### config.mk
export PLATFORM = sky130hd
export DESIGN_NAME = unsigned_to_radix_ascii
export DESIGN_NICKNAME = d
export VERILOG_FILES = /design/src/design/u2ra_pkg.sv /design/src/design/unsigned_to_radix_ascii.sv /design/src/design/u2ra_divider.sv /design/src/design/u2ra_digit_mem.sv
export VERILOG_INCLUDE_DIRS = /design/src /design/src/design
export SDC_FILE = /design/constraint.sdc
export NUM_CORES = 1
export LEC_CHECK = 0
export ABC_CLOCK_PERIOD_IN_PS = 21500
export BUFFER_PORTS_ARGS = -buffer_cell sky130_fd_sc_hd__buf_2
export CAP_MARGIN = 20
export CORE_UTILIZATION = 35
export CTS_BUF_LIST = sky130_fd_sc_hd__clkbuf_8
export CTS_CLUSTER_SIZE = 30
export DETAILED_ROUTE_END_ITERATION = 8
export PLACE_DENSITY_LB_ADDON = 0.08
export SETUP_SLACK_MARGIN = 0.5
export SYNTH_ARGS = -nofsm -noshare
export SYNTH_HDL_FRONTEND = slang
export SYNTH_HIERARCHICAL = 1
export SYNTH_SLANG_ARGS = --single-unit
export TNS_END_PERCENT = 20
### constraint.sdc
create_clock -name clk -period 21.5 [get_ports clk]
set_clock_uncertainty 0.2 [all_clocks]
set_input_delay 2.15 -clock clk [delete_from_list [all_inputs] [get_ports clk]]
set_output_delay 2.15 -clock clk [all_outputs]
set_load 0.1 [all_outputs]
### src/design/unsigned_to_radix_ascii_assert.svh
// assertion macros used by the unsigned_to_radix_ascii top-level design file
// expects clk and rst_n in the scope where a macro is used
`ifndef UNSIGNED_TO_RADIX_ASCII_ASSERT_SVH
`define UNSIGNED_TO_RADIX_ASCII_ASSERT_SVH

// same-cycle implication, checked outside reset
`define U2RA_ASSERT_SAME(label, ante, cons) \
    label: assert property (@(posedge clk) disable iff (!rst_n) (ante) |-> (cons)) \
        else $error("u2ra assertion failed");

// next-cycle implication, checked outside reset
`define U2RA_ASSERT_NEXT(label, ante, cons) \
    label: assert property (@(posedge clk) disable iff (!rst_n) (ante) |=> (cons)) \
        else $error("u2ra assertion failed");

`endif

### src/design/u2ra_pkg.sv
// u2ra_pkg: widths, constants, state type and digit helpers
// for the unsigned_to_radix_ascii block; no dependencies
package u2ra_pkg;

    localparam int VALUE_W         = 64;
    localparam int RADIX_W         = 6;
    localparam int CHAR_W          = 8;
    localparam int DIGIT_W         = 6;
    localparam int MAX_DIGIT_COUNT = 64;
    localparam int IDX_W           = $clog2(MAX_DIGIT_COUNT);
    localparam int COUNT_W         = $clog2(MAX_DIGIT_COUNT + 1);
    localparam int BITS_PER_CYCLE  = 8;
    localparam int DIV_CYCLES      = VALUE_W / BITS_PER_CYCLE;
    localparam int STEP_W          = $clog2(DIV_CYCLES);

    localparam logic [RADIX_W-1:0] RADIX_MIN      = RADIX_W'(2);
    localparam logic [RADIX_W-1:0] RADIX_MAX      = RADIX_W'(36);
    localparam logic [DIGIT_W-1:0] DECIMAL_DIGITS = DIGIT_W'(10);
    localparam logic [CHAR_W-1:0]  ASCII_ZERO     = 8'h30;
    localparam logic [CHAR_W-1:0]  ASCII_UPPER_A  = 8'h41;
    localparam logic [CHAR_W-1:0]  ASCII_UPPER_Z  = 8'h5A;
    localparam logic [CHAR_W-1:0]  ASCII_NINE     = 8'h39;

    typedef enum logic [1:0] {
        ST_IDLE,
        ST_DIV,
        ST_EMIT
    } state_t;

    function automatic logic radix_valid(input logic [RADIX_W-1:0] r);
        return (r >= RADIX_MIN) && (r <= RADIX_MAX);
    endfunction

    function automatic logic [CHAR_W-1:0] to_ascii(input logic [DIGIT_W-1:0] d);
        logic [CHAR_W-1:0] d_ext;
        d_ext = CHAR_W'(d);
        if (d < DECIMAL_DIGITS)
        begin
            return ASCII_ZERO + d_ext;
        end
        return ASCII_UPPER_A - CHAR_W'(DECIMAL_DIGITS) + d_ext;
    endfunction

endpackage

### src/design/unsigned_to_radix_ascii.sv
// unsigned_to_radix_ascii: top level, sequencer around the divider and digit buffer
// depends on u2ra_pkg, u2ra_divider, u2ra_digit_mem, unsigned_to_radix_ascii_assert.svh
//
// usage
// a transaction is taken at a rising edge with start high and busy low; value and
// radix are sampled there. the block then divides value by radix again and again,
// one digit per pass, storing each remainder in the digit buffer, and afterwards
// plays the digits back most significant first. each digit appears for one cycle
// with strobe high; last marks the final one. a zero value gives the single
// digit '0'. a radix outside 2..36 gives one result, in the cycle after start, with
// bad_radix and last set and digit_char zero.
// the divider is restarted for each digit, and the first digit is shown only
// after the last division. a conversion has at most 64 digits, which radix 2
// can reach. busy stays high until the last result has been shown.
// results cannot be held off: the receiver must take each one in its cycle.
// reset clears the sequencer and the result strobes; the digit buffer is not
// cleared and needs no clearing, since every digit is written before it is read.
`include "unsigned_to_radix_ascii_assert.svh"

module unsigned_to_radix_ascii
    import u2ra_pkg::*;
(
    input  logic               clk,
    input  logic               rst_n,
    input  logic               start,
    output logic               busy,
    input  logic [VALUE_W-1:0] value,
    input  logic [RADIX_W-1:0] radix,
    output logic               strobe,
    output logic [CHAR_W-1:0]  digit_char,
    output logic               last,
    output logic               bad_radix
);

    state_t             state_reg, state_next;
    logic [COUNT_W-1:0] cnt_reg, cnt_next;
    logic [IDX_W-1:0]   idx_reg, idx_next;
    logic [RADIX_W-1:0] radix_reg, radix_next;
    logic               emit_v_reg, emit_v_next;
    logic               emit_last_reg, emit_last_next;
    logic               err_reg, err_next;

    logic               accept;
    logic               radix_ok;
    logic               more_digits;
    logic               digit_ok;

    logic               div_start;
    logic [VALUE_W-1:0] div_dividend;
    logic [RADIX_W-1:0] div_divisor;
    logic               div_running;
    logic               div_done;
    logic [VALUE_W-1:0] div_quotient;
    logic [DIGIT_W-1:0] div_remainder;

    logic               wr_en;
    logic               rd_en;
    logic [DIGIT_W-1:0] rd_data;

    u2ra_divider u_divider (
        .clk       (clk),
        .rst_n     (rst_n),
        .start     (div_start),
        .dividend  (div_dividend),
        .divisor   (div_divisor),
        .running   (div_running),
        .done      (div_done),
        .quotient  (div_quotient),
        .remainder (div_remainder)
    );

    u2ra_digit_mem u_digit_mem (
        .clk     (clk),
        .wr_en   (wr_en),
        .wr_addr (cnt_reg[IDX_W-1:0]),
        .wr_data (div_remainder),
        .rd_en   (rd_en),
        .rd_addr (idx_reg),
        .rd_data (rd_data)
    );

    assign busy        = (state_reg != ST_IDLE) || emit_v_reg || err_reg;
    assign accept      = start && !busy;
    assign radix_ok    = radix_valid(radix);
    assign more_digits = (div_quotient != '0) &&
                         (cnt_reg != COUNT_W'(MAX_DIGIT_COUNT - 1));

    // next state
    always_comb
    begin
        state_next = state_reg;
        case (state_reg)
            ST_IDLE:
            begin
                if (accept && radix_ok)
                begin
                    state_next = ST_DIV;
                end
            end
            ST_DIV:
            begin
                if (div_done && !more_digits)
                begin
                    state_next = ST_EMIT;
                end
            end
            ST_EMIT:
            begin
                if (idx_reg == '0)
                begin
                    state_next = ST_IDLE;
                end
            end
            default:
            begin
                state_next = ST_IDLE;
            end
        endcase
    end

    // sequencer outputs and datapath control
    always_comb
    begin
        div_start      = 1'b0;
        div_dividend   = value;
        div_divisor    = radix_reg;
        wr_en          = 1'b0;
        rd_en          = 1'b0;
        cnt_next       = cnt_reg;
        idx_next       = idx_reg;
        radix_next     = radix_reg;
        emit_v_next    = 1'b0;
        emit_last_next = 1'b0;
        err_next       = 1'b0;
        case (state_reg)
            ST_IDLE:
            begin
                div_divisor = radix;
                if (accept)
                begin
                    if (radix_ok)
                    begin
                        div_start  = 1'b1;
                        radix_next = radix;
                        cnt_next   = '0;
                    end
                    else
                    begin
                        err_next = 1'b1;
                    end
                end
            end
            ST_DIV:
            begin
                div_dividend = div_quotient;
                if (div_done)
                begin
                    wr_en    = 1'b1;
                    cnt_next = cnt_reg + COUNT_W'(1);
                    if (more_digits)
                    begin
                        div_start = 1'b1;
                    end
                    else
                    begin
                        idx_next = cnt_reg[IDX_W-1:0];
                    end
                end
            end
            ST_EMIT:
            begin
                rd_en          = 1'b1;
                emit_v_next    = 1'b1;
                emit_last_next = (idx_reg == '0);
                idx_next       = idx_reg - IDX_W'(1);
            end
            default:
            begin
                div_start = 1'b0;
            end
        endcase
    end

    always_ff @(posedge clk or negedge rst_n)
    begin
        if (!rst_n)
        begin
            state_reg     <= ST_IDLE;
            cnt_reg       <= '0;
            idx_reg       <= '0;
            emit_v_reg    <= 1'b0;
            emit_last_reg <= 1'b0;
            err_reg       <= 1'b0;
        end
        else
        begin
            state_reg     <= state_next;
            cnt_reg       <= cnt_next;
            idx_reg       <= idx_next;
            emit_v_reg    <= emit_v_next;
            emit_last_reg <= emit_last_next;
            err_reg       <= err_next;
        end
    end

    always_ff @(posedge clk)
    begin
        radix_reg <= radix_next;
    end

    assign strobe     = emit_v_reg || err_reg;
    assign digit_char = err_reg ? '0 : to_ascii(rd_data);
    assign last       = emit_last_reg || err_reg;
    assign bad_radix  = err_reg;

    assign digit_ok = ((digit_char >= ASCII_ZERO) && (digit_char <= ASCII_NINE)) ||
                      ((digit_char >= ASCII_UPPER_A) && (digit_char <= ASCII_UPPER_Z));

    `U2RA_ASSERT_NEXT(a_bad_radix_result, accept && !radix_ok, strobe && bad_radix && last)
    `U2RA_ASSERT_NEXT(a_last_ends_burst, strobe && last, !strobe)
    `U2RA_ASSERT_SAME(a_divider_in_div_state, div_running, state_reg == ST_DIV)
    `U2RA_ASSERT_SAME(a_digit_in_range, strobe && !bad_radix, digit_ok)
    `U2RA_ASSERT_SAME(a_count_bound, state_reg == ST_DIV, cnt_reg < COUNT_W'(MAX_DIGIT_COUNT))

endmodule

### src/design/u2ra_divider.sv
// u2ra_divider: iterative restoring divider, 64-bit dividend by 6-bit divisor
// retires BITS_PER_CYCLE quotient bits per clock; depends on u2ra_pkg
module u2ra_divider
    import u2ra_pkg::*;
(
    input  logic                clk,
    input  logic                rst_n,
    input  logic                start,
    input  logic [VALUE_W-1:0]  dividend,
    input  logic [RADIX_W-1:0]  divisor,
    output logic                running,
    output logic                done,
    output logic [VALUE_W-1:0]  quotient,
    output logic [DIGIT_W-1:0]  remainder
);

    logic [VALUE_W-1:0] dq_reg, dq_next;
    logic [DIGIT_W-1:0] rem_reg, rem_next;
    logic [RADIX_W-1:0] div_reg, div_next;
    logic [STEP_W-1:0]  step_reg, step_next;
    logic               running_reg, running_next;
    logic               done_reg, done_next;

    logic [VALUE_W-1:0] dq_work;
    logic [DIGIT_W-1:0] rem_work;
    logic [RADIX_W:0]   partial;
    logic               last_step;

    // chain of BITS_PER_CYCLE compare-subtract steps, one per quotient bit
    always_comb
    begin
        dq_work  = dq_reg;
        rem_work = rem_reg;
        partial  = '0;
        for (int i = 0; i < BITS_PER_CYCLE; i++)
        begin
            partial = {rem_work, dq_work[VALUE_W-1]};
            dq_work = {dq_work[VALUE_W-2:0], 1'b0};
            if (partial >= {1'b0, div_reg})
            begin
                rem_work   = DIGIT_W'(partial - {1'b0, div_reg});
                dq_work[0] = 1'b1;
            end
            else
            begin
                rem_work = partial[DIGIT_W-1:0];
            end
        end
    end

    assign last_step = (step_reg == STEP_W'(DIV_CYCLES - 1));

    always_comb
    begin
        dq_next      = dq_reg;
        rem_next     = rem_reg;
        div_next     = div_reg;
        step_next    = step_reg;
        running_next = running_reg;
        done_next    = 1'b0;
        if (start)
        begin
            dq_next      = dividend;
            rem_next     = '0;
            div_next     = divisor;
            step_next    = '0;
            running_next = 1'b1;
        end
        else if (running_reg)
        begin
            dq_next      = dq_work;
            rem_next     = rem_work;
            step_next    = step_reg + STEP_W'(1);
            running_next = !last_step;
            done_next    = last_step;
        end
    end

    always_ff @(posedge clk or negedge rst_n)
    begin
        if (!rst_n)
        begin
            step_reg    <= '0;
            running_reg <= 1'b0;
            done_reg    <= 1'b0;
        end
        else
        begin
            step_reg    <= step_next;
            running_reg <= running_next;
            done_reg    <= done_next;
        end
    end

    always_ff @(posedge clk)
    begin
        dq_reg  <= dq_next;
        rem_reg <= rem_next;
        div_reg <= div_next;
    end

    assign running   = running_reg;
    assign done      = done_reg;
    assign quotient  = dq_reg;
    assign remainder = rem_reg;

endmodule

### src/design/u2ra_digit_mem.sv
// u2ra_digit_mem: digit buffer, one write and one registered read per cycle
// depends on u2ra_pkg for depth and digit width
module u2ra_digit_mem
    import u2ra_pkg::*;
(
    input  logic               clk,
    input  logic               wr_en,
    input  logic [IDX_W-1:0]   wr_addr,
    input  logic [DIGIT_W-1:0] wr_data,
    input  logic               rd_en,
    input  logic [IDX_W-1:0]   rd_addr,
    output logic [DIGIT_W-1:0] rd_data
);

    logic [DIGIT_W-1:0] mem [MAX_DIGIT_COUNT];
    logic [DIGIT_W-1:0] rd_data_reg;

    always_ff @(posedge clk)
    begin
        if (wr_en)
        begin
            mem[wr_addr] <= wr_data;
        end
    end

    always_ff @(posedge clk)
    begin
        if (rd_en)
        begin
            rd_data_reg <= mem[rd_addr];
        end
    end

    assign rd_data = rd_data_reg;

endmodule
==> summary.txt, run 1 <==
Setup path
  • Arr. time, crit path: 19.08 ns
  • Reg2Reg Setup Slack: around 2.6 ns
  • Capture point of the worst reg-to-reg path: u_divider/quotient[0]$_DFFE_PP_
  • Bufs and invs on worst path: 3
  • FF-to-FF path depth: 66
  • CP dominant cell by count: o21ai_0
  • Critical Path Source Type: flop
  • Worst R2R Start: u_divider/div_reg[1]$_DFFE_PP_
  • WS Path Type: flop to flop
  • Critical-path top delay cell: nor4_2
  • Critical path capture point type: flop
  • CP max FO: 18
  • CP peak stage delay: roughly 0.63 ns
  • Delay-heaviest family, CP: compound AO/OA/AOI/OAI gates
  • Critical path required time: 21.70 ns

Yosys
  • Mapped Avg Cell Area: between 10 and 15 um^2
  • Register area share after synthesis: 0.6190
  • Synth Area in XOR/XNOR: 0.01181
  • Simple-Gate Fraction of Synth Area: 0.1022
  • Mapped Area: around 24000 um^2
  • Post-synthesis cell count: roughly 1600
  • Synth Flop Type: edfxtp_1
  • Synth Area in Compound Gates: 0.06485
  • YS warnings: 6
  • Mux share of post-synthesis cell area: 0.1397
  • Ys async rst share: 0.04646
  • Post-synthesis adder-cell area fraction: 0.03575
  • Main combinational cell family by area after synthesis: multiplexers
  • #FFs+latches synth: approximately 500
  • Number of synthesized flops with an enable pin: 466
  • Syn nets: about 1800
  • Post-synth cell types: 100

Clock tree
  • Cts bufs inserted: 89
  • Worst-skew pair later-pin latency: 0.68 ns
  • Post-CTS sizing: 0
  • Max Root-Sink Buffers: 3
  • Clk slew on worst S/H paths: 0.06 ns
  • Post-CTS Setup Bufs: 0
  • H-tree Lvls: 3
  • Hold_buf cts: 0
  • CTS sink count: 495
  • CTS root buf: clkbuf_8
  • CTS tree: yes

Hold path
  • Hold Path End: u_divider/step_reg[2]$_DFFE_PN0P_
  • Hold crit path type: flop to flop
  • Hold path start: u_divider/step_reg[2]$_DFFE_PN0P_
  • Hold depth: 2

Drt
  • Vias post-DR: around 14000
  • DRC: 0
  • Drt wl/cell: 22.86 um
  • Wirelength, routed: 61850 um
  • Vias per cell: 5.319
  • Remaining antenna violation count: 0
  • TritonRoute pass-1 iters: 5
  • Initial DRC count: 950

Global route
  • Met2 GRT Util: 0.2977
  • Total track usage: 0.1811
  • Met1 Track Usage GR: 0.2428
  • Initial antenna violation count: 2
  • Grt total ovfl: 0
  • Vias in the first global route: 14920
  • Global-route wire length before repair: 94070 um
  • Grt peak-use layer: met2
  • Largest net degree at the start of global routing: around 70
  • GRT met3 Usage: 0.03139

Floorplan
  • Initial Utilization: 0.3533
  • Die ar.: 68850 um^2
  • Row Count: 95
  • Io pins: between 80 and 90
  • Die height: between 200 and 300 um
  • Die width: around 260 um
  • Core area: about 67000 um^2

STA
  • Slew margin rel.: 0.3991
  • Worst Max-Slew Pin Slew: ~0.9 ns
  • Final setup viols: 0
  • Fmax: about 53 MHz
  • Tmin final: about 19 ns
  • RSZ-0062 raised after global routing: no
  • Setup TNS Final: 0 ns
  • Fin crit share: 0.8782
  • Hold Vio Cnt, Final: 0
  • Count of pins over their slew limit: 0

Place
  • Routability cong.: roughly 0.81
  • Half-perimeter wire length of the detailed placement result: between 30000 and 40000 um
  • Buffers on Ports: a little over 80

Finish
  • Commonest non-fill, non-tap cell in the layout: edfxtp_1
  • Net count, final: roughly 1900
  • Most frequent cells in the layout: edfxtp_1 (466), nand2_1 (240), nor2_1 (110)
  • Max reg flops: 384
  • Layout cell share with drive strength beyond 1: 0.2440
  • Area Overhead vs Synth: 12.13%

Run status
  • Status: completed

Flow run
  • Max Cap Violations: 0
==> cell usage after synthesis, types with 4 or more instances <==
master    count  area, um^2
xor2_1       12       105.1
nand3b_1      7       52.55
a21boi_0      4       30.03
buf_6        12       135.1
o221ai_1     14       122.6
a22oi_1       4       30.03
mux4_2       87        1959
o211ai_1      8       60.06
a31oi_1       4       25.02
a221oi_1      5       43.79
buf_2        14       70.07
nor2_1      110       412.9
xnor2_1      20       175.2
dfrtp_1      23       575.6
nand3_1      19       95.09
nor3b_1       4       30.03
o21a_1        5       37.54
a21o_1       17       127.6
o21ai_0      32       160.2
inv_1        48       180.2
o22a_1        6       52.55
a21oi_1      35       175.2
or3b_2        6       52.55
and3_1        5       31.28
o21ai_1       7       35.03
nor3_1       13       65.06
nand2b_1     13       81.33
o22ai_1      14       87.58
or3_1         6       37.54
nor4_1       19       118.9
ha_1         55       688.2
nand4_1      14       87.58
or2_2        10       62.56
edfxtp_1    466       13990
dfxtp_1       6       120.1
buf_1         8       30.03
nor2b_1      21       131.4
mux2_2       85       957.2
fa_1          8       160.2
a211oi_1     11       82.58
mux4_1        6       157.7
mux2i_1      24       240.2
nand2_1     240       900.9
clkbuf_1     32       120.1
==> worst max path at each step <==
stage / start / end / slack, ns / cells after the start
2_1_floorplan: u_divider/remainder[2]$_SDFFE_PP0P_ / u_divider/quotient[0]$_DFFE_PP_ / 4.78 / 72
3_3_place_gp: u_divider/div_reg[1]$_DFFE_PP_ / u_divider/quotient[0]$_DFFE_PP_ / 3.17 / 67
3_5_place_dp: u_divider/div_reg[1]$_DFFE_PP_ / u_divider/quotient[0]$_DFFE_PP_ / 2.70 / 67
4_1_cts: u_divider/div_reg[1]$_DFFE_PP_ / u_divider/quotient[0]$_DFFE_PP_ / 2.62 / 67
5_1_grt: u_divider/div_reg[1]$_DFFE_PP_ / u_divider/quotient[0]$_DFFE_PP_ / 0.82 / 67
6_report: u_divider/div_reg[1]$_DFFE_PP_ / u_divider/quotient[0]$_DFFE_PP_ / 2.62 / 66
==> worst register-to-register path, delay by kind of cell (launching register included) <==
| kind | cells | cell delay (ns) |
|---|---|---|
| compound gates | 35 | 8.69 |
| fa+ha+maj | 8 | 2.73 |
| buf+inv | 3 | 0.85 |
| flops | 1 | 0.47 |
| mux | 3 | 0.89 |
| simple gates | 17 | 4.81 |
==> layer usage <==
metal,vias to the layer above,part of all wire
li1,6599,-
met1,7344,0.44
met2,349,0.48
met3,100,0.046
met4,0,0.027
met5,-,0
==> kinds of logic after synthesis <==
family,count (synthesis)
DFF,495
AOI/OAI and AO/OA,210
muxes,202
other,1
adders and majority gates,63
buffers and inverters,122
xor gates and xnor gates,32
and+or+nand+nor,516
==> cell type report <==
class	instances	area [um^2]
timing repair buffer	102	553.0
antenna	1	2.502
clock buffer	100	1376
multi-input combinational	1024	8428
fill	6303	40550
tap	873	1092
inverter	49	183.9
clock inverter	62	267.8
sequential	495	14710
==> per-stage QoR <==
stage                     setup slack, ns  instance area, um^2    util  instances  hold WS [ns]
final                               2.619                26610  0.3962       2706        0.3335
after floorplan                     4.775                23730       -       1641        0.2903
after detailed placement            2.704                24960  0.3717       2543        0.3252
after global placement              3.172                24950  0.3716       2541        0.3084
after CTS                           2.619                26610  0.3962       2705        0.3391
after global routing               0.8238                26610  0.3962       2706        0.3677
Power of run 1 is left out: the tool's default activity adds up to more than one toggle a clock period on the data nets, which glitch-free logic cannot reach.
==> run 2, diff against run 1 <==
--- a/config.mk
+++ b/config.mk
@@ -6,7 +6,8 @@
 export SDC_FILE = /design/constraint.sdc
 export NUM_CORES = 1
 export LEC_CHECK = 0
-export ABC_CLOCK_PERIOD_IN_PS = 21500
+export ABC_AREA = 1
+export ABC_CLOCK_PERIOD_IN_PS = 17400
 export BUFFER_PORTS_ARGS = -buffer_cell sky130_fd_sc_hd__buf_2
 export CAP_MARGIN = 20
 export CORE_UTILIZATION = 35
==> constraint.sdc (replaced) <==
create_clock -name clk -period 17.4 [get_ports clk]
set_clock_uncertainty 0.2 [all_clocks]
set_input_delay 1.74 -clock clk [delete_from_list [all_inputs] [get_ports clk]]
set_output_delay 1.74 -clock clk [all_outputs]
set_load 0.1 [all_outputs]
==> summary.txt, run 2 <==
Run status
  • Status: completed

Clock tree
  • Worst-skew pair later-pin latency: 0.67 ns (about the same)
  • Post-CTS sizing: 0 (unchanged)
  • Cts bufs inserted: 89 (unchanged)
  • Hold_buf cts: 0 (unchanged)
  • Post-CTS Setup Bufs: 0 (unchanged)
  • Clk slew on worst S/H paths: 0.06 ns (about the same)
  • CTS tree: yes
  • CTS root buf: clkbuf_8
  • CTS sink count: 495 (unchanged)
  • H-tree Lvls: 3 (unchanged)
  • Max Root-Sink Buffers: 3 (unchanged)

Setup path
  • Arr. time, crit path: 15.21 ns (-3.87 ns)
  • Delay-heaviest family, CP: compound AO/OA/AOI/OAI gates
  • CP dominant cell by count: nand2_1
  • CP peak stage delay: 0.61 ns (-0.02 ns)
  • Bufs and invs on worst path: 13 (+10)
  • Critical Path Source Type: flop
  • Critical path required time: 17.58 ns (-4.12 ns)
  • Critical-path top delay cell: inv_1
  • CP max FO: 14 (-4)
  • Critical path capture point type: flop
  • WS Path Type: flop to flop

Place
  • Pre-CTS worst setup slack: 2.487 ns (-0.2172 ns)
  • Buffers on Ports: 83 (unchanged)
  • Routability cong.: 0.8281 (+2.5%)
  • Half-perimeter wire length of the detailed placement result: 43160 um (+9.3%)

Yosys
  • Mapped Area: 24610 um^2 (+3.7%)
  • Synth area leader: edfxtp_1
  • YS warnings: 6 (unchanged)
  • Most frequent cell after synthesis: nand2_1
  • Ys async rst share: 0.04646 (unchanged)
  • Number of synthesized flops with an enable pin: 466 (unchanged)
  • Register area share after synthesis: 0.5969 (-0.02209)
  • Synth top area share: 0.5686 (-0.02105)
  • #FFs+latches synth: 495 (unchanged)
  • Post-synth cell types: 45 (-55%)
  • Synth Flop Type: edfxtp_1
  • Syn nets: 2748 (+55%)
  • Post-synthesis cell count: 2612 (+59%)
  • Synth cell count leaders: nand2_1 (1049), edfxtp_1 (466), nand3_1 (392)
  • Cells taking the most area after synthesis: edfxtp_1 (57%), nand2_1 (16%), nand3_1 (8.0%)
  • Mapped Avg Cell Area: 9.421 um^2 (-35%)

Finish
  • Antenna Cells: 0 (-1)
  • Reg area: 14710 um^2 (unchanged)
  • Layout cell share with drive strength beyond 1: 0.1072 (-0.1368)
  • Filler cell count: 6961 (+10%)
  • Net count, final: 2836 (+49%)
  • Most frequent cells in the layout: nand2_1 (1049), edfxtp_1 (466), nand3_1 (392)
  • Max reg flops: 384 (unchanged)
  • Area of the multi-input gates: 8823 um^2 (+4.7%)
  • Commonest non-fill, non-tap cell in the layout: nand2_1
  • Area Overhead vs Synth: 12.36%

Hold path
  • Hold crit path type: flop to flop

Global route
  • Grt peak-use layer: met2
  • Vias in the first global route: 18300 (+23%)
  • Met2 GRT Util: 0.3264 (+0.02877)
  • Total track usage: 0.1968 (+0.01571)
  • GRT met3 Usage: 0.03457 (+0.003181)
  • Grt total ovfl: 0 (unchanged)
  • Largest net degree at the start of global routing: 90 (+32%)
  • Global-route wire length before repair: 106700 um (+13%)
  • Initial antenna violation count: 3 (+1)
  • Met1 Track Usage GR: 0.2558 (+0.01299)

STA
  • RSZ-0062 raised after global routing: no
  • Final setup viols: 0 (unchanged)
  • Worst Max-Slew Pin Slew: 1.008 ns (+0.1071 ns)
  • Tmin final: 15.03 ns (-3.850 ns)
  • Slew margin rel.: 0.3257 (-0.07340)
  • Count of pins over their slew limit: 0 (unchanged)
  • Hold Vio Cnt, Final: 0 (unchanged)
  • Setup ws final: 2.369 ns (-0.2501 ns)
  • Setup TNS Final: 0 ns (unchanged)
  • Hold_ws: 0.3195 ns (-0.01399 ns)
  • Fmax: 66.53 MHz (+26%)
  • Fin crit share: 0.8639 (-0.01433)

Floorplan
  • Row Count: 96 (+1.1%)
  • Core area: 69070 um^2 (+2.8%)
  • Initial Utilization: 0.3563 (+0.002955)
  • Die ar.: 71370 um^2 (+3.7%)
  • Io pins: 85 (unchanged)
  • Die width: 267.2 um (+1.8%)
  • Die height: 267.2 um (+1.8%)

Drt
  • Wirelength, routed: 70010 um (+13%)
  • TritonRoute pass-1 iters: 7 (+2)
  • Initial DRC count: 1167 (+23%)
  • Remaining antenna violation count: 0 (unchanged)
  • Vias per cell: 5.001 (-6.0%)
  • Drt wl/cell: 18.92 um (-17%)
  • Vias post-DR: 18510 (+29%)
  • DRC: 0 (unchanged)

Power and ir drop
  • Pwr/cell area: ~86 nW/um^2
  • Max VDD drop: between 0.00004 and 0.00005 V
  • Pleak: 11.26 nW
  • Pwr Total: approximately 0.0024 W

Flow run
  • Max Cap Violations: 0 (unchanged)
run 2: cell count changes in the layout (fill, tap and decap cells not counted), moves of 20 or more:
cell     delta
mux2_2     -85
nand3_1   +373
mux2i_1    -24
mux4_2     -87
nand2_1   +809
inv_1      +71
nor2b_1    -20
nor2_1     +29
run 2: metrics by stage:
step | instance area [um^2] | instances | util
2_1_floorplan | 24610 | 2612 | -
3_3_place_gp | 25840 | 3538 | 0.3741
3_5_place_dp | 25870 | 3540 | 0.3746
4_1_cts | 27650 | 3701 | 0.4003
5_1_grt | 27650 | 3701 | 0.4003
6_report | 27650 | 3701 | 0.4003
run 2: logic make-up after synthesis:
kind of cell               Yosys count  synth area share
adders and majority gates           63           0.03447
AOI/OAI and AO/OA                  110           0.02486
xor gates and xnor gates            30           0.01068
DFF                                495            0.5969
buffers and inverters              255           0.04525
and+or+nand+nor                   1658            0.2877
other                                1         0.0001524
run 2: path summary, 6_finish.rpt:
kind | start | to | slack [ns] | depth (start not counted)
max | u_divider/div_reg[1]$_DFFE_PP_ | u_divider/quotient[0]$_DFFE_PP_ | 2.37 | 84
min | u_divider/step_reg[2]$_DFFE_PN0P_ | u_divider/step_reg[2]$_DFFE_PN0P_ | 0.32 | 1
max reg2reg | u_divider/div_reg[1]$_DFFE_PP_ | u_divider/quotient[0]$_DFFE_PP_ | 2.37 | 84
min reg2reg | u_divider/step_reg[2]$_DFFE_PN0P_ | u_divider/step_reg[2]$_DFFE_PN0P_ | 0.32 | 1
max in group asynchronous | rst_n | idx_reg[1]$_DFFE_PN0P_ | 15.71 | 1
min in group asynchronous | rst_n | state_reg[0]$_DFFE_PN0P_ | 0.86 | 1
run 2: power by group:
| group | switching, W | internal, W |
|---|---|---|
| clock network | 0.000492 | 0.000604 |
| registers | 0 | 0.00128 |
| logic | 0.00000615 | 0.00000587 |
run 2: cell type report:
cell class	instances	share of cell area
inverter	140	0.01910
timing repair buffer	112	0.02353
sequential	495	0.5318
multi-input combinational	1862	0.3191
clock inverter	64	0.01602
clock buffer	97	0.04828
tap	931	0.04213
run 2: routing by layer:
| metal | routed length [um] | part of all wire |
|---|---|---|
| met3 | 3284 | 0.047 |
| met5 | 35 | 0.00050 |
| met4 | 2313 | 0.033 |
| met2 | 33310 | 0.48 |
| met1 | 31070 | 0.44 |
(Power assumes the default switching activity.)
